`src/cfc_pkg.sv`:
```
package cfc_pkg;

  // config register indexes
  localparam int unsigned CFG_IDX_W = 2;
  localparam logic [CFG_IDX_W-1:0] CFG_RANGE_LOW  = 2'd0;
  localparam logic [CFG_IDX_W-1:0] CFG_RANGE_HIGH = 2'd1;
  localparam logic [CFG_IDX_W-1:0] CFG_SHAPING    = 2'd2;

  localparam logic [30:0] ONE_Q30 = 31'h4000_0000;
  localparam logic [29:0] LN2_Q30 = 30'd744261118;
  localparam logic [33:0] TEN_Q30 = 34'h2_8000_0000;
  localparam int unsigned SERIES_TERMS = 14;
  localparam int unsigned LOG_STEPS = 32;

  // one log2 lane: Q31 mantissa and fraction bits collected so far
  typedef struct packed {
    logic [31:0] m;
    logic [31:0] f;
  } lane_t;

  // flags riding along with each word
  typedef struct packed {
    logic err;   // upper bound below lower bound
    logic eq;    // empty range
    logic neg;   // normalized value negative
    logic zero;  // normalized value exactly zero
  } side_t;

  // one squaring step of the log2 fraction
  function automatic lane_t log_sq_step(lane_t a);
    logic [63:0] sq;
    lane_t r;
    sq = {32'd0, a.m} * {32'd0, a.m};
    if (sq[63]) begin
      r.m = sq[63:32];
      r.f = {a.f[30:0], 1'b1};
    end else begin
      r.m = sq[62:31];
      r.f = {a.f[30:0], 1'b0};
    end
    return r;
  endfunction

endpackage

```
`src/cfc_log_step.sv`:
```
module cfc_log_step #(
  parameter int PW = 5
) (
  input  logic             clk,
  input  logic             rst_n,
  input  logic             en,
  input  logic             valid_i,
  input  cfc_pkg::lane_t   d_i,
  input  cfc_pkg::lane_t   a_i,
  input  logic [PW-1:0]    pd_i,
  input  logic [PW-1:0]    pa_i,
  input  cfc_pkg::side_t   side_i,
  output logic             valid_o,
  output cfc_pkg::lane_t   d_o,
  output cfc_pkg::lane_t   a_o,
  output logic [PW-1:0]    pd_o,
  output logic [PW-1:0]    pa_o,
  output cfc_pkg::side_t   side_o
);

  logic           valid_r;
  cfc_pkg::lane_t d_r, a_r;
  logic [PW-1:0]  pd_r, pa_r;
  cfc_pkg::side_t side_r;

  always_ff @(posedge clk) begin
    if (!rst_n) begin
      valid_r <= 1'b0;
    end else if (en) begin
      valid_r <= valid_i;
    end
  end

  // two lanes squared side by side
  always_ff @(posedge clk) begin
    if (en) begin
      d_r    <= cfc_pkg::log_sq_step(d_i);
      a_r    <= cfc_pkg::log_sq_step(a_i);
      pd_r   <= pd_i;
      pa_r   <= pa_i;
      side_r <= side_i;
    end
  end

  assign valid_o = valid_r;
  assign d_o     = d_r;
  assign a_o     = a_r;
  assign pd_o    = pd_r;
  assign pa_o    = pa_r;
  assign side_o  = side_r;

endmodule

```
`config.mk`:
```
export PLATFORM = sky130hd
export DESIGN_NAME = cfc_log_step
export DESIGN_NICKNAME = d
export VERILOG_FILES = /design/src/cfc_pkg.sv /design/src/cfc_log_step.sv
export SDC_FILE = /design/constraint.sdc
export NUM_CORES = 2
export LEC_CHECK = 0
export CORE_ASPECT_RATIO = 1.2
export CORE_UTILIZATION = 40
export CTS_CLUSTER_DIAMETER = 30
export CTS_CLUSTER_SIZE = 20
export DETAILED_ROUTE_END_ITERATION = 6
export DONT_BUFFER_PORTS = 1
export PLACE_DENSITY = 0.54
export SYNTH_ARGS = -nofsm -noshare
export SYNTH_HDL_FRONTEND = slang
export SYNTH_SLANG_ARGS = --single-unit
```
`constraint.sdc`:
```
create_clock -name clk -period 15.1 [get_ports clk]
set_clock_uncertainty 0.1 [all_clocks]
set_input_delay 0.755 -clock clk [delete_from_list [all_inputs] [get_ports clk]]
set_output_delay 0.755 -clock clk [all_outputs]
set_load 0.005 [all_outputs]
```
==> metrics.md <==
| Metric | Value |
|---|---|
| DRC viols | `0` |
| Drt wl/cell | `slightly above 20 µm` |
| Max-cap violations | `0` |
| Ys flop type | `edfxtp_1` |
| RSZ-0062 raised after global routing | `no` |
| CTS Buf Count | `17` |
| Hold Crit Class | `in2reg` |
| Die height | `roughly 440 µm` |
| Rows | `around 160` |
| DRT antenna net count | `0` |
| Initial antenna violation count | `4` |
| Fraction of layout cells with a size suffix above 1 | `1.96%` |
| Sequential area share after synthesis | `6.83%` |
| Most frequent cell after synthesis | `inv_1` |
| Rel. slew slack | `roughly half` |
| RePlAce Congestion | `slightly below 0.9` |
| Yosys cell types | `72` |
| Multi-input logic area | `roughly 50000 µm²` |
| Ys async rst share | `0%` |
| CTS tree | `yes` |
| Setup violators final | `0` |
| Final WL | `approximately 170000 µm` |
| Area post-placement | `about 64000 µm²` |
| Cell area after synthesis | `approximately 63000 µm²` |
| Finished Cell Area | `about 65000 µm²` |
| Gr usage total | `between 20 and 25%` |
| Setup_tns | `0 ns` |
| CP Capture Type | `flip-flop` |
| Crit start category | `primary input` |
| Via count | `40946` |
| DR iter-0 viols | `around 1900` |
| Leading area contributor after synthesis | `fa_1` |
| CP required | `about 15 ns` |
| Setup bufs post-CTS | `0` |
| Flip-flop and latch area | `4280 µm²` |
| Final #Nets | `approximately 8500` |
| Fin. max-slew vios | `0` |
| Final Hold Fails | `0` |
| Clk Latency, worst-skew pair | `between 0.4 and 0.5 ns` |
| Post-synth EDFFs | `142` |
| H-tree depth | `4` |
| CP max FO | `28` |
| First-pass GRT wire length | `approximately 270000 µm` |
| Max Fclk | `a little over 0.1 GHz` |
| Synthesized area per cell | `between 9 and 10 µm²` |
| Die area | `~160000 µm²` |
| Crit path time final | `between 9 and 10 ns` |
| Dpl hpwl | `between 100000 and 150000 µm` |
| # hold bufs at CTS | `0` |
| Synth Register Bits | `~140` |
| Die Width | `about 360 µm` |
| Final setup margin | `approximately 5.5 ns` |
| Layout Cells excl Fill | `approximately 8300` |
| Status | `finished, final reports clean` |
| Clock slew at reported path FFs | `approximately 0.06 ns` |
| GRT overflow | `0` |
| Core ar. | `around 160000 µm²` |
| Crit-path most repeated cell | `fa_1` |
| Final period util | `roughly 64%` |
| Cells after Synth | `~6400` |
| Vias per std cell | `between 4 and 5` |
| Slew @ Worst Pin | `0.776 ns` |
| Initial core utilization | `between 40% and 50%` |
| DRT Pass-1 Iters | `5` |
| Crit path largest cell delay | `0.73 ns` |
| Inst Count DP | `8283` |
| Synth Warn # | `0` |
| Root Buffer Master | `clkbuf_16` |
| CTS Buffer Depth | `2` |
| Top cells by area, synth | `fa_1, ha_1, inv_1, edfxtp_1, and2_1` |
| CP Buf/Inv Count | `6` |
| Worst path cell trace | `clkinv_1 -> nor2_1 -> fa_1 -> fa_1 -> inv_1 -> fa_1 -> fa_1 -> inv_1 -> fa_1 -> fa_1 -> fa_1 -> inv_1 -> fa_1 -> inv_1 -> ha_1 -> nand4_1 -> or2_0 -> a311oi_2 -> o21ai_1 -> o221ai_1 -> xnor2_2 -> buf_4 -> mux2_2` |
| Vias in the first global route | `between 40000 and 50000` |
| Worst slack, placed | `between 4 and 5 ns` |
| FILL cells | `between 15000 and 20000` |
| Post-cts sizing count | `0` |
| CP delay by family, top | `adder cells` |
| Synth top cells by count | `inv_1, fa_1, ha_1, nand2_1, and2_1` |
| Port Buffers | `0` |
| Largest net degree at the start of global routing | `approximately 140` |
| Slowest cell on crit path | `a311oi_2` |
| Synthesized Nets | `between 8000 and 9000` |
| Signal arrival time at the worst endpoint | `9.72 ns` |
| Area growth syn-to-layout | `3.70%` |
| CTS Sinks | `143` |
| Boundary Pins | `between 200 and 300` |
| Share of the synthesized area in the top cell type | `between 50% and 60%` |
| Critical path type | `in2reg` |
area by class of cell:
type                    count  area share (%)
clock buffers              17           0.654
inverters                1957            11.3
well taps                2080            4.00
repair buffers              3          0.0346
multi-input cells        4100            77.2
diodes                      2         0.00769
flip-flops and latches    143            6.59
clock inverters            15           0.235
cell usage in the layout, fill, tap and decap left out, types with 78 or more instances in the layout:
cell type,count
and2_1,460
xnor2_1,80
a21oi_1,126
nand2_1,581
inv_1,1956
fa_1,1582
xor2_1,78
edfxtp_1,142
nor2_1,128
ha_1,598
sequential cells by signal, indices dropped and copies added, names as in the netlist:
register / cells
a_o: 64
d_o: 64
pa_o: 5
pd_o: 5
side_o: 4
valid_o: 1
logic make-up after synthesis:
family,synth area share [%]
AOI/OAI and AO/OA,4.34
xor gates and xnor gates,2.23
and+or+nand+nor,10.0
muxes,0.991
adders and majority gates,62.4
buffers and inverters,13.2
DFF,6.83
per-stage QoR:
step | utilization, % | hold WS (ns)
floorplan | - | 0.407
global placement | 41.5 | 0.444
detailed placement | 41.5 | 0.443
CTS | 41.9 | 0.265
global route | 41.9 | 0.276
finish | 41.9 | 0.303
worst paths after layout:
path	cells past startpoint	to	slack, ns	startpoint
worst max-delay path	23	a_o[55]$_DFFE_PP_	5.48	a_i[48]
worst min-delay path	0	d_o[19]$_DFFE_PP_	0.30	d_i[18]
worst max register to register	2	valid_o$_SDFFE_PN0P_	14.38	valid_o$_SDFFE_PN0P_
worst min register to register	2	valid_o$_SDFFE_PN0P_	0.46	valid_o$_SDFFE_PN0P_
layer usage:
layer / track usage, % / part of all wire [%] / routed length (µm)
met5: 0 / 0 / 0
met4: 6.16 / 3.2 / 5340
met3: 2.80 / 4.8 / 8090
met2: 40.3 / 53 / 88800
met1: 27.1 / 39 / 65000
Power is not shown: default switching activity piles up to over one toggle a cycle in this logic, so the estimate is an artifact.
