[src/cfc_pkg.sv]
package cfc_pkg;

  // config register indexes
  localparam int unsigned CFG_IDX_W = 2;
  localparam logic [CFG_IDX_W-1:0] CFG_RANGE_LOW  = 2'd0;
  localparam logic [CFG_IDX_W-1:0] CFG_RANGE_HIGH = 2'd1;
  localparam logic [CFG_IDX_W-1:0] CFG_SHAPING    = 2'd2;

  localparam logic [30:0] ONE_Q30 = 31'h4000_0000;
  localparam logic [29:0] LN2_Q30 = 30'd744261118;
  localparam logic [33:0] TEN_Q30 = 34'h2_8000_0000;
  localparam int unsigned SERIES_TERMS = 14;
  localparam int unsigned LOG_STEPS = 32;

  // one log2 lane: Q31 mantissa and fraction bits collected so far
  typedef struct packed {
    logic [31:0] m;
    logic [31:0] f;
  } lane_t;

  // flags riding along with each word
  typedef struct packed {
    logic err;   // upper bound below lower bound
    logic eq;    // empty range
    logic neg;   // normalized value negative
    logic zero;  // normalized value exactly zero
  } side_t;

  // one squaring step of the log2 fraction
  function automatic lane_t log_sq_step(lane_t a);
    logic [63:0] sq;
    lane_t r;
    sq = {32'd0, a.m} * {32'd0, a.m};
    if (sq[63]) begin
      r.m = sq[63:32];
      r.f = {a.f[30:0], 1'b1};
    end else begin
      r.m = sq[62:31];
      r.f = {a.f[30:0], 1'b0};
    end
    return r;
  endfunction

endpackage

[src/cfc_horner_step.sv]
module cfc_horner_step #(
  parameter int K = 14
) (
  input  logic           clk,
  input  logic           rst_n,
  input  logic           en,
  input  logic           valid_i,
  input  logic [29:0]    x_i,
  input  logic [30:0]    p_i,
  input  logic [4:0]     q_i,
  input  cfc_pkg::side_t side_i,
  output logic           valid_o,
  output logic [29:0]    x_o,
  output logic [30:0]    p_o,
  output logic [4:0]     q_o,
  output cfc_pkg::side_t side_o
);

  // floor(t / K) as (t * MAGIC) >> 34, exact for t below 2^30
  localparam logic [63:0] MAGIC_64 = ((64'd1 << 34) + 64'(K) - 64'd1) / 64'(K);
  localparam logic [34:0] MAGIC = MAGIC_64[34:0];

  logic           v_a_r, v_b_r;
  logic [29:0]    x_a_r, x_b_r, t_a_r;
  logic [4:0]     q_a_r, q_b_r;
  cfc_pkg::side_t side_a_r, side_b_r;
  logic [30:0]    p_b_r;

  logic [60:0]    xp;
  logic [64:0]    qp;

  assign xp = 61'(x_i) * 61'(p_i);
  assign qp = 65'(t_a_r) * 65'(MAGIC);

  always_ff @(posedge clk) begin
    if (!rst_n) begin
      v_a_r <= 1'b0;
      v_b_r <= 1'b0;
    end else if (en) begin
      v_a_r <= valid_i;
      v_b_r <= v_a_r;
    end
  end

  always_ff @(posedge clk) begin
    if (en) begin
      t_a_r    <= xp[59:30];
      x_a_r    <= x_i;
      q_a_r    <= q_i;
      side_a_r <= side_i;
      p_b_r    <= cfc_pkg::ONE_Q30 - 31'(qp[63:34]);
      x_b_r    <= x_a_r;
      q_b_r    <= q_a_r;
      side_b_r <= side_a_r;
    end
  end

  assign valid_o = v_b_r;
  assign x_o     = x_b_r;
  assign p_o     = p_b_r;
  assign q_o     = q_b_r;
  assign side_o  = side_b_r;

endmodule

[config.mk]
export PLATFORM = sky130hd
export DESIGN_NAME = cfc_horner_step
export DESIGN_NICKNAME = d
export VERILOG_FILES = /design/src/cfc_pkg.sv /design/src/cfc_horner_step.sv
export SDC_FILE = /design/constraint.sdc
export NUM_CORES = 2
export LEC_CHECK = 0
export BUFFER_PORTS_ARGS = -buffer_cell sky130_fd_sc_hd__buf_2
export CAP_MARGIN = 20
export CORE_ASPECT_RATIO = 0.6
export CORE_MARGIN = 2
export CORE_UTILIZATION = 40
export CTS_BUF_LIST = sky130_fd_sc_hd__clkbuf_8
export CTS_CLUSTER_SIZE = 14
export DETAILED_ROUTE_END_ITERATION = 8
export GPL_TIMING_DRIVEN = 0
export MAX_ROUTING_LAYER = met4
export SYNTH_ARGS = -nofsm -noshare
export SYNTH_HDL_FRONTEND = slang
export SYNTH_SLANG_ARGS = --single-unit
export TNS_END_PERCENT = 5
[constraint.sdc]
create_clock -name clk -period 10.6 [get_ports clk]
set_input_delay 0.53 -clock clk [delete_from_list [all_inputs] [get_ports clk]]
set_output_delay 0.53 -clock clk [all_outputs]
set_load 0.02 [all_outputs]
==> impl_results.html <==
<table>
<tr><th>Metric</th><th>Value</th></tr>
<tr><th colspan="2">Status</th></tr>
<tr><td>Run status</td><td>finished, violations left</td></tr>
<tr><td>Failing checks</td><td>setup timing</td></tr>
<tr><th colspan="2">Synthesis</th></tr>
<tr><td>Fraction of post-synthesis cell area in the top cell type by area</td><td>43.8%</td></tr>
<tr><td>Post-synthesis sequential area ratio</td><td>9.14%</td></tr>
<tr><td>Ys flop type</td><td>edfxtp_1</td></tr>
<tr><td>Post-synthesis instance area</td><td>46100 sq um</td></tr>
<tr><td>Number of enable-type register cells in the synthesized netlist</td><td>139</td></tr>
<tr><td>Register bit total from synthesis</td><td>141</td></tr>
<tr><td>Number of standard cells after synthesis</td><td>4769</td></tr>
<tr><td>Post-synth top area cell</td><td>fa_1</td></tr>
<tr><td>Number of warnings printed during yosys synthesis</td><td>0</td></tr>
<tr><td>Avg Inst Size Synth</td><td>9.67 sq um</td></tr>
<tr><td>Distinct cell type count after synthesis</td><td>71</td></tr>
<tr><td>Net Count, Synth</td><td>6418</td></tr>
<tr><td>Leading cell types by total area after synthesis</td><td>fa_1 (44%), ha_1 (15%), inv_1 (9.7%), edfxtp_1 (9.0%), and2_1 (7.5%)</td></tr>
<tr><td>Async SR Flop Fraction</td><td>0%</td></tr>
<tr><th colspan="2">Route</th></tr>
<tr><td>Ratio of routed vias to standard cells</td><td>5.35</td></tr>
<tr><td>Antenna viol nets, final</td><td>0</td></tr>
<tr><td>Initial DRC count</td><td>4056</td></tr>
<tr><td>Average wire per cell in the routed design</td><td>27.6 um</td></tr>
<tr><td>Total via count after detailed routing</td><td>34700</td></tr>
<tr><td>Number of optimization iterations in the first detailed-route pass</td><td>7</td></tr>
<tr><td>Total wire length after detailed routing</td><td>179000 um</td></tr>
<tr><td>Remaining routing DRC violations</td><td>0</td></tr>
<tr><th colspan="2">STA</th></tr>
<tr><td>Hold Slack</td><td>0.0915 ns</td></tr>
<tr><td>Share of the clock period used by the worst path after layout</td><td>100%</td></tr>
<tr><td>Worst setup skew after layout</td><td>0.0255 ns</td></tr>
<tr><td>Highest clock rate</td><td>94.1 MHz</td></tr>
<tr><td>Final critical-path setup slack</td><td>-0.0310 ns</td></tr>
<tr><td>Slew margin rel.</td><td>10.0%</td></tr>
<tr><td>Least-Margin Pin Slew</td><td>1.35 ns</td></tr>
<tr><td>Final worst path period need</td><td>10.63 ns</td></tr>
<tr><td>Unrepaired setup endpoints after global routing</td><td>false</td></tr>
<tr><td>Fin. Hold Viols</td><td>0</td></tr>
<tr><td>Count of final max-slew check failures</td><td>0</td></tr>
<tr><td>Number of setup violations in the final report</td><td>1</td></tr>
<tr><th colspan="2">Worst setup path</th></tr>
<tr><td>Worst Setup End Kind</td><td>flop</td></tr>
<tr><td>Category of the most critical setup path</td><td>input port to flop</td></tr>
<tr><td>Required time of the worst setup path</td><td>10.96 ns</td></tr>
<tr><td>Most frequent cell on the critical path</td><td>fa_1</td></tr>
<tr><td>Standard cell with the maximum stage delay on the critical path</td><td>clkbuf_1</td></tr>
<tr><td>Highest net fanout along the worst path</td><td>10</td></tr>
<tr><td>Internal reg-to-reg setup slack</td><td>1.41 ns</td></tr>
<tr><td>Arrival time at the worst endpoint</td><td>10.99 ns</td></tr>
<tr><td>Worst Setup Start Kind</td><td>input port</td></tr>
<tr><td>Critical Path Max Stage Delay</td><td>0.97 ns</td></tr>
<tr><th colspan="2">Placed design</th></tr>
<tr><td>Sum of net half-perimeters after detailed placement</td><td>154000 um</td></tr>
<tr><td>Placer congestion estimate</td><td>1.14</td></tr>
<tr><td>Port Buf Inserts</td><td>116</td></tr>
<tr><th colspan="2">Clock tree</th></tr>
<tr><td>TritonCTS sink count</td><td>141</td></tr>
<tr><td>Hold buffer count at CTS</td><td>0</td></tr>
<tr><td>Maximum count of clock buffers along a single path</td><td>2</td></tr>
<tr><td>Number of clock buffers inserted by TritonCTS</td><td>17</td></tr>
<tr><td>Clock-pin slew on the worst setup and hold paths</td><td>0.11 ns</td></tr>
<tr><td>CTS root buf</td><td>clkbuf_8</td></tr>
<tr><td>TritonCTS clock tree</td><td>built</td></tr>
<tr><td>Maximum level of the CTS H-tree</td><td>4</td></tr>
<tr><td>Clock Latency Late Sink</td><td>0.61 ns</td></tr>
<tr><th colspan="2">Global routing</th></tr>
<tr><td>Antenna violations before repair</td><td>34</td></tr>
<tr><td>Wire length of the first global-routing pass</td><td>253000 um</td></tr>
<tr><td>Total grt overflow</td><td>0</td></tr>
<tr><td>Vias in the first global route</td><td>34300</td></tr>
<tr><td>Overall global routing resource usage</td><td>31.7%</td></tr>
<tr><td>Largest net degree at the start of global routing</td><td>78</td></tr>
<tr><th colspan="2">Layout</th></tr>
<tr><td>Area growth from synthesis to layout</td><td>7.28%</td></tr>
<tr><td>Number of fillers in the final layout</td><td>11300</td></tr>
<tr><td>Register area</td><td>4210 sq um</td></tr>
<tr><td>Share of post-route cells with drive strength above 1</td><td>4.06%</td></tr>
<tr><td>Final nets</td><td>6582</td></tr>
<tr><td>Area of the multi-input gates</td><td>36700 sq um</td></tr>
<tr><th colspan="2">Floorplan</th></tr>
<tr><td>Num rows</td><td>96</td></tr>
<tr><td>Chip width</td><td>442 um</td></tr>
<tr><td>Initial Utilization</td><td>40.3%</td></tr>
<tr><td>Die Footprint</td><td>118000 sq um</td></tr>
<tr><td>Die H</td><td>267 um</td></tr>
<tr><td>Top Ports</td><td>145</td></tr>
<tr><td>Total core area</td><td>114000 sq um</td></tr>
<tr><th colspan="2">Job</th></tr>
<tr><td>Maximum capacitance violations</td><td>0</td></tr>
<tr><th colspan="2">Min path</th></tr>
<tr><td>Kind of path behind the tightest hold check</td><td>input port to flop</td></tr>
</table>
## kinds of logic after synthesis
logic type | Yosys count | share of synthesized area (%)
AOI/OAI and AO/OA | 312 | 4.39
and+or+nand+nor | 1253 | 14.1
adders and majority gates | 1575 | 59.2
DFF | 141 | 9.14
muxes | 3 | 0.0922
xor gates and xnor gates | 95 | 1.80
buffers and inverters | 1390 | 11.3
## path summary, 6_finish.rpt
path / start / end / cells after the start
setup / recovery: x_i[4] / t_a_r[29] / 27
hold / removal: q_i[3] / q_a_r[3] / 1
setup reg to reg: t_a_r[19] / p_o[26] / 23
hold reg to reg: side_a_r[3] / side_o[3] / 0
## cell usage after synthesis (5+ instances only)
library cell  count
a221o_1           5
nor3b_1           7
xor2_1           35
nand2b_1         10
a31oi_1          11
o21a_1           12
nand3_1          21
clkbuf_1        192
o21bai_1         12
ha_1            565
a211oi_1         11
nor2_1           66
or3_1             7
nand4_1          26
or2_2             8
a21oi_1          93
nor4_1            8
xnor2_1          60
a2111oi_0         5
o211ai_1          8
fa_1           1010
inv_1          1192
and2_1          552
and3_1            6
nor2b_1          15
edfxtp_1        139
or4_1             6
nor3_1           22
and4_1            7
nand2_1         477
a21o_1           49
nand3b_1          6
o21ai_0          56
## metal layers
layer	vias to the layer above	routed length [um]	GRT usage [%]
met4	0	2240	4.90
met3	120	34100	18.9
met1	17800	84100	48.4
met5	-	0	-
met2	2100	58200	33.8
li1	14700	-	-
## critical path, delay by kind of cell
family | cells | cell delay (ns)
simple gates | 2 | 0.61
buf+inv | 5 | 1.94
fa+ha+maj | 9 | 4.73
compound gates | 10 | 3.00
xor+xnor | 1 | 0.09
## sequential cells by signal, summed over array words and instances, names as in the netlist
register and cells:
q_a_r 5, v_a_r 1, valid_o 1, side_a_r 4, side_o 4, x_a_r 30, x_o 30, p_o 31
q_o 5, t_a_r 30
## per-stage QoR
| stage | instances | cell area [sq um] | setup WS (ns) | TNS [ns] | util (%) |
|---|---|---|---|---|---|
| 4_1_cts | 6451 | 49200 | 0.230 | 0 | 43.0 |
| 6_report | 6484 | 49500 | -0.0310 | -0.0310 | 43.3 |
| 3_3_place_gp | 6404 | 48600 | -2.05 | -38.75 | 42.5 |
| 3_5_place_dp | 6420 | 48900 | -0.411 | -1.23 | 42.7 |
| 2_1_floorplan | 4769 | 46100 | 2.50 | 0 | - |
| 5_1_grt | 6475 | 49500 | 0.0540 | 0 | 43.3 |
## placed cells by master (no fill, tap or decap), types with 10 or more instances in the layout
cell,Yosys,final
inv_1,1192,1193
fa_1,1010,1010
ha_1,565,565
and2_1,552,552
nand2_1,477,477
clkbuf_1,192,188
edfxtp_1,139,139
buf_2,3,121
a21oi_1,93,93
nor2_1,66,66
xnor2_1,60,60
o21ai_0,56,55
a21o_1,49,49
xor2_1,35,35
nand4_1,26,26
buf_8,0,24
nor3_1,22,22
nand3_1,21,21
diode_2,0,20
clkbuf_8,0,17
nor2b_1,15,15
o21bai_1,12,12
o21a_1,12,12
a31oi_1,11,11
nand2b_1,10,10
a211oi_1,11,10
## cell type report
cell class | instances | share of cell area [%]
Multi-Input combinational cell | 3238 | 74.2
Inverter | 1192 | 9.04
Sequential cell | 141 | 8.52
Tap cell | 1519 | 3.84
Timing Repair Buffer | 148 | 2.11
Buffer | 195 | 1.50
Clock buffer | 17 | 0.473
Clock inverter | 14 | 0.238
Antenna cell | 20 | 0.101
## repair_timing
item,CTS,global route
setup buffers,0,0
resized for setup,0,2
endpoints found under the setup margin,0,1
Power is not shown: default switching activity piles up to over one toggle a cycle in this logic, so the estimate is an artifact.
