--- src/cfc_pkg.sv ---
package cfc_pkg;

  // config register indexes
  localparam int unsigned CFG_IDX_W = 2;
  localparam logic [CFG_IDX_W-1:0] CFG_RANGE_LOW  = 2'd0;
  localparam logic [CFG_IDX_W-1:0] CFG_RANGE_HIGH = 2'd1;
  localparam logic [CFG_IDX_W-1:0] CFG_SHAPING    = 2'd2;

  localparam logic [30:0] ONE_Q30 = 31'h4000_0000;
  localparam logic [29:0] LN2_Q30 = 30'd744261118;
  localparam logic [33:0] TEN_Q30 = 34'h2_8000_0000;
  localparam int unsigned SERIES_TERMS = 14;
  localparam int unsigned LOG_STEPS = 32;

  // one log2 lane: Q31 mantissa and fraction bits collected so far
  typedef struct packed {
    logic [31:0] m;
    logic [31:0] f;
  } lane_t;

  // flags riding along with each word
  typedef struct packed {
    logic err;   // upper bound below lower bound
    logic eq;    // empty range
    logic neg;   // normalized value negative
    logic zero;  // normalized value exactly zero
  } side_t;

  // one squaring step of the log2 fraction
  function automatic lane_t log_sq_step(lane_t a);
    logic [63:0] sq;
    lane_t r;
    sq = {32'd0, a.m} * {32'd0, a.m};
    if (sq[63]) begin
      r.m = sq[63:32];
      r.f = {a.f[30:0], 1'b1};
    end else begin
      r.m = sq[62:31];
      r.f = {a.f[30:0], 1'b0};
    end
    return r;
  endfunction

endpackage

--- src/cfc_channel.sv ---
module cfc_channel #(
  parameter int CW = 16
) (
  input  logic          clk,
  input  logic          en,
  input  logic [30:0]   f_i,
  input  logic          err_i,
  output logic [CW-1:0] color_o
);

  localparam int SUMW = 36 + CW;
  localparam int NW   = CW + 4;
  localparam int S5   = NW + 3;
  localparam logic [63:0] M5_64 = ((64'd1 << S5) + 64'd4) / 64'd5;
  localparam logic [S5-1:0] M5 = M5_64[S5-1:0];
  localparam logic [NW-1:0] LIM = NW'({CW{1'b1}});

  logic [34:0]      a;
  logic [SUMW-1:0]  sum;
  logic [NW-1:0]    w_r;
  logic             err_r;
  logic [NW+S5-1:0] prod;
  logic [NW-1:0]    v;
  logic [CW-1:0]    color_r;

  // (1 + 18 f) / 20 scaled: divide by 2^32 here, by 5 next
  assign a   = 35'(cfc_pkg::ONE_Q30) + (35'(f_i) << 4) + (35'(f_i) << 1);
  assign sum = (SUMW'(a) << CW) + SUMW'(cfc_pkg::TEN_Q30);

  assign prod = (NW + S5)'(w_r) * (NW + S5)'(M5);
  assign v    = prod[NW+S5-1:S5];

  always_ff @(posedge clk) begin
    if (en) begin
      w_r   <= sum[SUMW-1:32];
      err_r <= err_i;
      if (err_r) begin
        color_r <= '0;
      end else if (v > LIM) begin
        color_r <= '1;
      end else begin
        color_r <= v[CW-1:0];
      end
    end
  end

  assign color_o = color_r;

endmodule

--- config.mk ---
export PLATFORM = sky130hd
export DESIGN_NAME = cfc_channel
export DESIGN_NICKNAME = d
export VERILOG_FILES = /design/src/cfc_pkg.sv /design/src/cfc_channel.sv
export SDC_FILE = /design/constraint.sdc
export NUM_CORES = 1
export LEC_CHECK = 0
export ABC_AREA = 1
export BUFFER_PORTS_ARGS = -buffer_cell sky130_fd_sc_hd__buf_2
export CAP_MARGIN = 25
export CORE_MARGIN = 2
export CORE_UTILIZATION = 40
export DETAILED_ROUTE_END_ITERATION = 8
export PLACE_DENSITY_LB_ADDON = 0.25
export SETUP_SLACK_MARGIN = 0.5
export SLEW_MARGIN = 20
export SYNTH_ARGS = -nofsm -noshare
export SYNTH_HDL_FRONTEND = slang
export SYNTH_SLANG_ARGS = --single-unit
export TNS_END_PERCENT = 5
--- constraint.sdc ---
create_clock -name clk -period 11.1 [get_ports clk]
set_input_delay 2.22 -clock clk [delete_from_list [all_inputs] [get_ports clk]]
set_output_delay 2.22 -clock clk [all_outputs]
set_load 0.03 [all_outputs]
==> reports/metrics.csv, run 1 <==
metric,value,unit
Die H,180,microns
Inserted Clock Buffers,5,
Clock Skews,0.00868,ns
Final Cycle Share,58.7,%
Synth Register Bits,37,
CP max stage delay,0.56,ns
Final Routed Wirelength,34000,microns
vias in the first global route,10700,
I/O pin count,50,
"area leader, netlist",ha_1,
clock tree sinks,37,
Fill cells,3166,
"setup slack, reg-to-reg",4.59,ns
largest net degree at the start of global routing,38,
die extent in x,180,microns
dpl hpwl,30900,microns
post-synthesis cell type count,39,
post-synth top area share,26.2,%
post-CTS setup buffers,0,
Area contributors post-synth,"ha_1 (26%), fa_1 (21%), nand2_1 (12%)",
RSZ-0062 raised after global routing,no,
sequential fraction of the synthesis area,9.01,%
Worst R2R Start,w_r[0]$_DFFE_PP_,
drt first-iter violations,659,
Max-Cap Viols,0,
Layout area overhead,7.34,%
Worst Tran Pin Value,0.905,ns
mux cell area share after synthesis,0,%
Post-Syn Nets,2050,
H-tree depth,2,
DRT Pass-1 Iters,6,
CP arrival,6.57,ns
most frequent cells in the layout,"nand2_1 (378), inv_1 (375), ha_1 (258)",
setup violators final,0,
simple-gate share of the synthesized area,22.8,%
cells along the critical path,ha_1 > ha_1 > inv_1 > fa_1 > inv_1 > fa_1 > fa_1 > fa_1 > inv_1 > fa_1 > inv_1 > ha_1 > a21oi_1 > o21ai_0 > a21oi_1 > nand3_1 > nand2_1 > nand2_1 > nand2_1 > nand2_1 > inv_2 > nand2_2 > o21bai_1 > inv_1,
clk root buf,clkbuf_16,
minimum clock period,6.51,ns
Nets,2105,
Worst-path clk slew,0.06,ns
Mean Syn Cell Area,7.57,sq um
Slew Limit Fails,0,
post-CTS sizing,0,
worst min-delay path class,reg2reg,
"Req. time, crit path",11.15,ns
Syn Inst Count,1629,
n_diodes,0,
Fin. Hold Viols,0,
"most common cell after layout, fill and taps aside",nand2_1,
TritonCTS clock tree,built,
worst-case hold path end point,color_o[7]$_SDFFCE_PP0P_,
Reg2Reg Depth,24,
hold path cells,2,
Highest Clock Rate,154,MHz
DRC,0,
Critical R2R Capture,color_o[0]$_SDFFCE_PP0P_,
first-pass GRT wire length,56900,microns
# hold bufs at CTS,0,
Wirelength per Cell,16.3,microns
layout cells sized above 1,7.83,%
Rows,64,
Syn. warnings,0,
setup TNS,0,ns
post-synthesis xor/xnor area fraction,2.99,%
Initial Utilization,40.5,%
Worst-Skew Late Latency,0.29,ns
worst-case clock buffer depth,2,
kind of cell adding the most delay to the critical path,adder cells,
Synth Area in Compound Gates,5.99,%
Max-slew headroom,39.7,%
Port-buffer cells,49,
detailed-route via count,10500,
Post-Synth Adder-Cell Area,47.1,%
Hold Startpoint,err_r$_DFFE_PP_,
Antenna Violating Nets Remaining,0,
vias per cell,5.03,
Worst path slowest cell,fa_1,
GRT overflow,0,
Crit Path Class,reg2reg,
status,"complete, no violations",
Setup crit end kind,flop,
Crit Path Max Fanout,9,
initial antenna violation count,0,
CP bufs+invs,6,
Mapped Area,12300,sq um
die area,32200,sq um
GP Congestion,0.958,
largest family of logic cells by synthesized area,adder cells,
Crit path depth,24,
Core Area,30400,sq um
startpoint types,flop,
Total GRT Usage,22.1,%
-- flip-flops by register name, indices dropped and copies added, names as in the netlist --
name and flops:
color_o 16, err_r 1, w_r 20
-- layer usage --
metal / global-route usage (%) / up-vias / part of all wire [%]
li1: - / 5209 / -
met1: 32.8 / 4947 / 49
met2: 35.0 / 287 / 44
met3: 2.78 / 20 / 6.5
met4: 3.35 / 0 / 1.1
met5: 0 / - / 0
-- logic make-up (layout without fill, tap and decap cells) --
kind of cell             Yosys count  count (layout)
XOR/XNOR                          40              40
flip-flops                        37              37
AO/OA/AOI/OAI                    132             132
AND/OR/NAND/NOR                  635             635
adder cells (fa/ha/maj)          387             387
buffers and inverters            398             454
-- metrics by stage --
stage | worst slack [ns] | cell area (sq um) | hold WS [ns] | utilization, % | instances
after floorplan | 5.47 | 12300 | 0.726 | - | 1629
after CTS | 4.63 | 13200 | 0.798 | 43.5 | 2081
after global routing | 4.17 | 13200 | 0.835 | 43.5 | 2081
after detailed placement | 4.65 | 13100 | 0.788 | 42.9 | 2073
final | 4.59 | 13200 | 0.803 | 43.5 | 2081
after global placement | 4.61 | 13100 | 0.789 | 42.9 | 2073
-- layout make-up --
type | count | area, sq um | share of cell area [%]
Multi-Input combinational cell | 1194 | 9720 | 73.5
Inverter | 397 | 1490 | 11.3
Clock buffer | 6 | 129 | 0.974
Timing Repair Buffer | 49 | 245 | 1.85
Sequential cell | 37 | 1110 | 8.40
Tap cell | 396 | 495 | 3.74
Clock inverter | 2 | 38.8 | 0.293
-- cells in the mapped netlist --
cell	n
a211oi_1	1
a21boi_0	4
a21o_1	8
a21oi_1	63
a31oi_1	2
and2_1	2
and3_1	1
clkbuf_1	1
edfxtp_1	37
fa_1	129
ha_1	258
inv_1	375
inv_2	22
nand2_1	378
nand2_2	14
nand2_4	2
nand3_1	70
nand3_2	3
nand3_4	1
nand3b_1	10
nand4_1	18
nand4_4	1
nor2_1	87
nor2_2	20
nor2_4	6
nor2b_1	1
nor3_1	12
nor3_2	2
nor3b_1	1
nor4_1	2
o211ai_1	1
o21a_1	2
o21ai_0	35
o21ai_1	2
o21bai_1	14
or2_2	4
xnor2_1	7
xor2_1	32
xor2_4	1
-- how the worst max path moves through the flow --
stage	from	end	slack (ns)
after detailed placement	w_r[0]$_DFFE_PP_	color_o[0]$_SDFFCE_PP0P_	4.65
after floorplan	w_r[8]$_DFFE_PP_	color_o[0]$_SDFFCE_PP0P_	5.47
after CTS	w_r[0]$_DFFE_PP_	color_o[0]$_SDFFCE_PP0P_	4.63
final	w_r[0]$_DFFE_PP_	color_o[0]$_SDFFCE_PP0P_	4.59
after global routing	w_r[0]$_DFFE_PP_	color_o[9]$_SDFFCE_PP0P_	4.17
after global placement	w_r[0]$_DFFE_PP_	color_o[9]$_SDFFCE_PP0P_	4.61
-- tightest hold or removal path: stages (launching register included) --
cell	delay [ns]
edfxtp_1	0.46
o21bai_1	0.14
inv_1	0.04
Power of run 1 is not shown: default switching activity piles up to over one toggle a cycle in this logic, so the estimate is an artifact.
==> run 2, diff against run 1 <==
--- a/config.mk
+++ b/config.mk
@@ -5,7 +5,7 @@
 export SDC_FILE = /design/constraint.sdc
 export NUM_CORES = 1
 export LEC_CHECK = 0
-export ABC_AREA = 1
+export ABC_AREA = 0
 export BUFFER_PORTS_ARGS = -buffer_cell sky130_fd_sc_hd__buf_2
 export CAP_MARGIN = 25
 export CORE_MARGIN = 2
==> constraint.sdc (replaced) <==
create_clock -name clk -period 5.39 [get_ports clk]
set_input_delay 1.078 -clock clk [delete_from_list [all_inputs] [get_ports clk]]
set_output_delay 1.078 -clock clk [all_outputs]
set_load 0.03 [all_outputs]
==> reports/metrics.csv, run 2 <==
metric,value,unit,change
status,finished with violations,,
failing checks,setup timing,,
Clock Skews,0.00795,ns,-0.000737 ns
CP bufs+invs,6,,unchanged
Nets,1646,,-22%
layout cells sized above 1,21.0,%,+13 points
clock tree sinks,37,,unchanged
Synth async-reset ratio,0,%,unchanged
DRT Pass-1 Iters,5,,-1
Core Area,25300,sq um,-17%
setup TNS,-15.53,ns,-15.53 ns
Max-Cap Viols,0,,unchanged
H-tree depth,2,,unchanged
most frequent cells in the layout,"ha_1 (233), inv_1 (205), buf_4 (145)",,
Mean Syn Cell Area,9.96,sq um,+32%
post-synthesis cell type count,59,,+51%
die area,27100,sq um,-16%
FF/Latch Area,1110,sq um,unchanged
"EDFF count, synth",37,,unchanged
Setup crit end kind,flop,,
Fin. Hold Viols,0,,unchanged
post-synth top area share,31.3,%,+5.1 points
top_reg_cell synth,edfxtp_1,,
Wirelength per Cell,15.7,microns,-4.1%
Antenna Violating Nets Remaining,0,,unchanged
vias in the first global route,7976,,-25%
post-synthesis xor/xnor area fraction,6.11,%,+3.1 points
Final Routed Wirelength,24400,microns,-28%
Max-slew headroom,42.9,%,+3.2 points
RSZ-0062 raised after global routing,yes,,
"Req. time, crit path",5.40,ns,-5.75 ns
Largest Register,w_r,,
Final WS setup,-0.988,ns,-5.58 ns
clk root buf,clkbuf_16,,
worst min-delay path class,in2reg,,
"most common cell after layout, fill and taps aside",ha_1,,
drt first-iter violations,396,,-40%
initial antenna violation count,0,,unchanged
CP max stage delay,0.52,ns,-0.04 ns
n_diodes,0,,unchanged
sequential fraction of the synthesis area,10.8,%,+1.8 points
die extent in x,165,microns,-8.4%
Rows,58,,-9.4%
Slew Limit Fails,0,,unchanged
Crit Path Class,reg2reg,,
Mapped Area,10300,sq um,-16%
startpoint types,flop,,
GRT overflow,0,,unchanged
mux cell area share after synthesis,0.109,%,+0.11 points
Worst-path clk slew,0.06,ns,about the same
Syn Inst Count,1035,,-36%
Initial Utilization,40.8,%,+0.29 points
first-pass GRT wire length,40400,microns,-29%
most frequent CP cell,fa_1,,
Synth Area in Compound Gates,11.1,%,+5.1 points
Syn. warnings,0,,unchanged
most common cell in the netlist,ha_1,,
simple-gate share of the synthesized area,7.43,%,-15 points
minimum clock period,6.38,ns,-0.134 ns
CP arrival,6.39,ns,-0.18 ns
TritonCTS clock tree,built,,
commonest cells in the netlist,"ha_1 (258), inv_1 (207), fa_1 (129), a21oi_1 (42), nand2_1 (41)",,
Fill cells,2376,,-25%
I/O pin count,50,,unchanged
worst-case clock buffer depth,2,,unchanged
vias per cell,5.03,,about the same
Die H,165,microns,-8.4%
Worst Tran Pin Value,0.857,ns,-0.0481 ns
largest net degree at the start of global routing,38,,unchanged
setup violators final,16,,+16
DRC,0,,unchanged
Largest register FFs,20,,unchanged
Area contributors post-synth,"ha_1 (31%), fa_1 (25%), edfxtp_1 (11%)",,
Worst-Skew Late Latency,0.29,ns,about the same
Port-buffer cells,49,,unchanged
Post-Syn Nets,1456,,-29%
largest family of logic cells by synthesized area,adder cells,,
cells along the critical path,ha_4 > fa_1 > ha_4 > inv_1 > fa_1 > inv_1 > fa_1 > fa_1 > inv_1 > fa_1 > inv_2 > ha_4 > and4_1 > o2111ai_2 > or3_4 > o22ai_4 > o211ai_1 > buf_4 > a211oi_4 > nor3_2 > nor4bb_4 > buf_6 > o22ai_1,,
GP Congestion,0.916,,-4.3%
Inserted Clock Buffers,5,,unchanged
dpl hpwl,21900,microns,-29%
Total GRT Usage,19.0,%,-3.1 points
"area leader, netlist",ha_1,,
kind of cell adding the most delay to the critical path,adder cells,,
Crit Path Max Fanout,8,,-1
Synth Register Bits,37,,unchanged
Highest Clock Rate,157,MHz,+2.1%
Post-Synth Adder-Cell Area,56.4,%,+9.3 points
detailed-route via count,7827,,-25%
Layout area overhead,21.9,%,
Worst path slowest cell,fa_1,,
area of the multi-input gates,8720,sq um,-10%
Final Cycle Share,118,%,+60 points
## run 2: cell types whose count changed in the layout (fill, tap and decap cells not counted), sizes merged, moves of 16 or more
| cell | change |
|---|---|
| xnor2 | +28 |
| inv | -190 |
| nor2 | -85 |
| nand3 | -61 |
| o22ai | +16 |
| a21oi | -20 |
| buf | +148 |
| nand2 | -353 |
| a21o | +18 |
## run 2: worst register-to-register path, delay by kind of cell, from the launching register on
| family | cells | cell delay [ns] |
|---|---|---|
| AND/OR/NAND/NOR | 4 | 1.00 |
| buffers and inverters | 6 | 0.56 |
| flip-flops | 1 | 0.49 |
| AO/OA/AOI/OAI | 5 | 0.75 |
| adder cells (fa/ha/maj) | 8 | 3.31 |
## run 2: logic make-up after synthesis
family | after synthesis
DFF | 37
adders and majority gates | 387
and+or+nand+nor | 145
AOI/OAI and AO/OA | 173
buffers and inverters | 221
xor gates and xnor gates | 71
muxes | 1
## run 2: final timing paths
path	from	cells after the start	slack [ns]	endpoint
worst max-delay path	w_r[11]$_DFFE_PP_	23	-0.99	color_o[0]$_SDFFCE_PP0P_
worst min-delay path	err_i	1	0.96	err_r$_DFFE_PP_
worst max register to register	w_r[11]$_DFFE_PP_	23	-0.99	color_o[0]$_SDFFCE_PP0P_
worst min register to register	err_r$_DFFE_PP_	1	0.97	color_o[1]$_SDFFCE_PP0P_
## run 2: what timing repair did
item                       4_1_cts  5_1_grt
pin swaps                        3       15
cloned                           1        0
hold buffers                     0        0
setup buffers                    1        4
setup endpoints to repair       16       16
resized for setup                9       11
## run 2: metal layers
layer	global-route usage, %	share of wire [%]
met1	27.9	49
met2	31.1	47
met3	1.33	2.9
met4	3.32	1.3
met5	0	0
## run 2: through the flow
stage               hold WS (ns)  setup slack (ns)  instance area [sq um]  utilization, %  std cells
floorplan                  0.724            -0.606                  10600               -       1035
global placement           0.920            -0.950                  12300            48.5       1542
detailed placement         0.937             -1.06                  12300            48.5       1542
CTS                        0.952             -1.01                  12500            49.4       1552
global route               0.960             -1.21                  12600            49.7       1556
finish                     0.961            -0.988                  12600            49.7       1556
## run 2: cell type report
class | count | share of cell area (%)
clock inverters | 3 | 0.329
inverters | 207 | 6.19
flip-flops and latches | 37 | 8.85
repair buffers | 197 | 11.0
multi-input cells | 777 | 69.4
well taps | 330 | 3.29
clock buffers | 5 | 0.996
Power of run 2 is left out for the same reason.
==> run 3, diff against run 2 <==
--- a/config.mk
+++ b/config.mk
@@ -11,6 +11,7 @@
 export CORE_MARGIN = 2
 export CORE_UTILIZATION = 40
 export DETAILED_ROUTE_END_ITERATION = 8
+export GPL_TIMING_DRIVEN = 1
 export PLACE_DENSITY_LB_ADDON = 0.25
 export SETUP_SLACK_MARGIN = 0.5
 export SLEW_MARGIN = 20
==> constraint.sdc (replaced) <==
create_clock -name clk -period 7 [get_ports clk]
set_input_delay 1.4 -clock clk [delete_from_list [all_inputs] [get_ports clk]]
set_output_delay 1.4 -clock clk [all_outputs]
set_load 0.03 [all_outputs]
==> reports/metrics.csv, run 3 (synthesized netlist as in run 2, its figures left out) <==
metric,value,unit,change
status,"complete, no violations",,
Max-Cap Viols,0,,unchanged
Largest register FFs,20,,unchanged
Die H,165,microns,unchanged
global routing usage on met2,30.9,%,-0.19 points
post-route insts no fill,1471,,-5.5%
detailed-route via count,7593,,-3.0%
Final WS setup,0.567,ns,+1.55 ns
worst min-delay path class,reg2reg,,
Max-slew headroom,42.5,%,-0.42 points
hold path cells,1,,unchanged
Layout area overhead,16.0,%,
Worst-path clk slew,0.06,ns,about the same
dpl hpwl,21100,microns,-3.8%
Inserted Clock Buffers,5,,unchanged
clk root buf,clkbuf_16,,
GR peak layer,met2,,
minimum clock period,6.43,ns,+0.0550 ns
Min Hold Slack,0.953,ns,-0.00880 ns
Setup crit end kind,flop,,
drt first-iter violations,403,,+1.8%
n_diodes,0,,unchanged
Slew Limit Fails,0,,unchanged
Worst Tran Pin Value,0.863,ns,+0.00629 ns
most frequent cells in the layout,"ha_1 (231), inv_1 (202), fa_1 (127)",,
setup violators final,0,,-16
Inst Count DP,1417,,-8.1%
Fin. Hold Viols,0,,unchanged
Hold Startpoint,err_r$_DFFE_PP_,,
# hold bufs at CTS,0,,unchanged
Antenna Violating Nets Remaining,0,,unchanged
Worst-Skew Late Latency,0.30,ns,about the same
"setup slack, reg-to-reg",0.57,ns,+1.55 ns
"most common cell after layout, fill and taps aside",ha_1,,
DRC,0,,unchanged
GR met3 Demand/Resource,1.18,%,-0.15 points
Total GRT Usage,18.9,%,-0.14 points
vias in the first global route,7630,,-4.3%
GR Util met1,27.4,%,-0.60 points
"Req. time, crit path",7.01,ns,+1.61 ns
initial antenna violation count,0,,unchanged
worst-case clock buffer depth,2,,unchanged
TritonCTS clock tree,built,,
Port-buffer cells,49,,unchanged
Final Routed Wirelength,24700,microns,+1.5%
Final Cycle Share,91.9,%,-26 points
Initial Utilization,40.8,%,unchanged
largest net degree at the start of global routing,38,,unchanged
H-tree depth,2,,unchanged
Wirelength per Cell,16.8,microns,+7.4%
Reg2Reg Depth,20,,-13%
Nets,1561,,-5.2%
die area,27100,sq um,unchanged
Clock Skews,0.0145,ns,+0.00657 ns
GP Congestion,0.944,,+3.1%
DRT Pass-1 Iters,5,,unchanged
first-pass GRT wire length,39700,microns,-1.6%
DP Worst Slack,0.123,ns,+1.18 ns
Core Area,25300,sq um,unchanged
Rows,58,,unchanged
Critical R2R Capture,color_o[7]$_SDFFCE_PP0P_,,
RSZ-0062 raised after global routing,yes,,
startpoint types,flop,,
Largest Register,w_r,,
vias per cell,5.16,,+2.6%
clock tree sinks,37,,unchanged
die extent in x,165,microns,unchanged
setup TNS,0,ns,+15.53 ns
worst-case hold path end point,color_o[2]$_SDFFCE_PP0P_,,
layout cells sized above 1,16.1,%,-4.9 points
Crit Path Class,reg2reg,,
GRT overflow,0,,unchanged
Worst R2R Start,w_r[2]$_DFFE_PP_,,
I/O pin count,50,,unchanged
Highest Clock Rate,155,MHz,-0.85%
CP arrival,6.44,ns,+0.05 ns
Crit Path Max Fanout,8,,unchanged
## run 3: changes by cell type in the layout (fill, tap and decap cells not counted), sizes merged
cell      before  now
clkinv         1    2
buf          197  112
clkbuf         5    6
clkinvlp       1    0
bufinv         1    0
## run 3: what timing repair did
item	in CTS	in global routing
pin swaps	32	33
endpoints found under the hold margin	0	0
endpoints found under the setup margin	16	16
buffers inserted	29	16
cloned	1	0
gates resized for setup	42	27
## run 3: layout make-up
cell class / count / area, sq um
Tap cell: 330 / 413
Timing Repair Buffer: 112 / 741
Inverter: 207 / 777
Sequential cell: 37 / 1110
Clock buffer: 6 / 129
Fill cell: 2416 / 13300
Multi-Input combinational cell: 777 / 8780
Clock inverter: 2 / 10.0
## run 3: worst max-delay path by stage
stage	slack (ns)	to	startpoint	depth (start not counted)
after floorplan	0.58	color_o[10]$_SDFFCE_PP0P_	w_r[11]$_DFFE_PP_	23
final	0.57	color_o[7]$_SDFFCE_PP0P_	w_r[2]$_DFFE_PP_	20
after CTS	0.51	color_o[15]$_SDFFCE_PP0P_	w_r[2]$_DFFE_PP_	21
after detailed placement	0.12	color_o[15]$_SDFFCE_PP0P_	w_r[11]$_DFFE_PP_	22
after global placement	0.25	color_o[2]$_SDFFCE_PP0P_	w_r[11]$_DFFE_PP_	22
after global routing	0.33	color_o[4]$_SDFFCE_PP0P_	w_r[3]$_DFFE_PP_	25
## run 3: critical path, cell delays in order (launching register included)
cell and delay [ns]:
edfxtp_1 0.46, buf_4 0.18, ha_4 0.25, xor2_2 0.16, ha_1 0.18, or2_2 0.31, fa_2 0.51, fa_1 0.57
fa_1 0.44, fa_1 0.49, ha_1 0.33, ha_4 0.28, nand4_1 0.13, or3_4 0.42, o22ai_4 0.16, o211ai_1 0.23
a211oi_2 0.27, nor3_2 0.10, nor4bb_4 0.40, buf_6 0.19, o22ai_1 0.09
## run 3: stage by stage
step                      cell area, sq um  util (%)
final                                12000      47.3
after global routing                 12000      47.3
after CTS                            11600      46.1
after detailed placement             11000      43.7
after global placement               11000      43.7
after floorplan                      10300         -
## run 3: layer usage
layer	vias to the layer above	share of wire [%]
met5	-	0
met4	0	1.9
met3	23	3.2
met2	152	47
met1	3691	48
li1	3727	-
Power of run 3 is left out for the same reason.
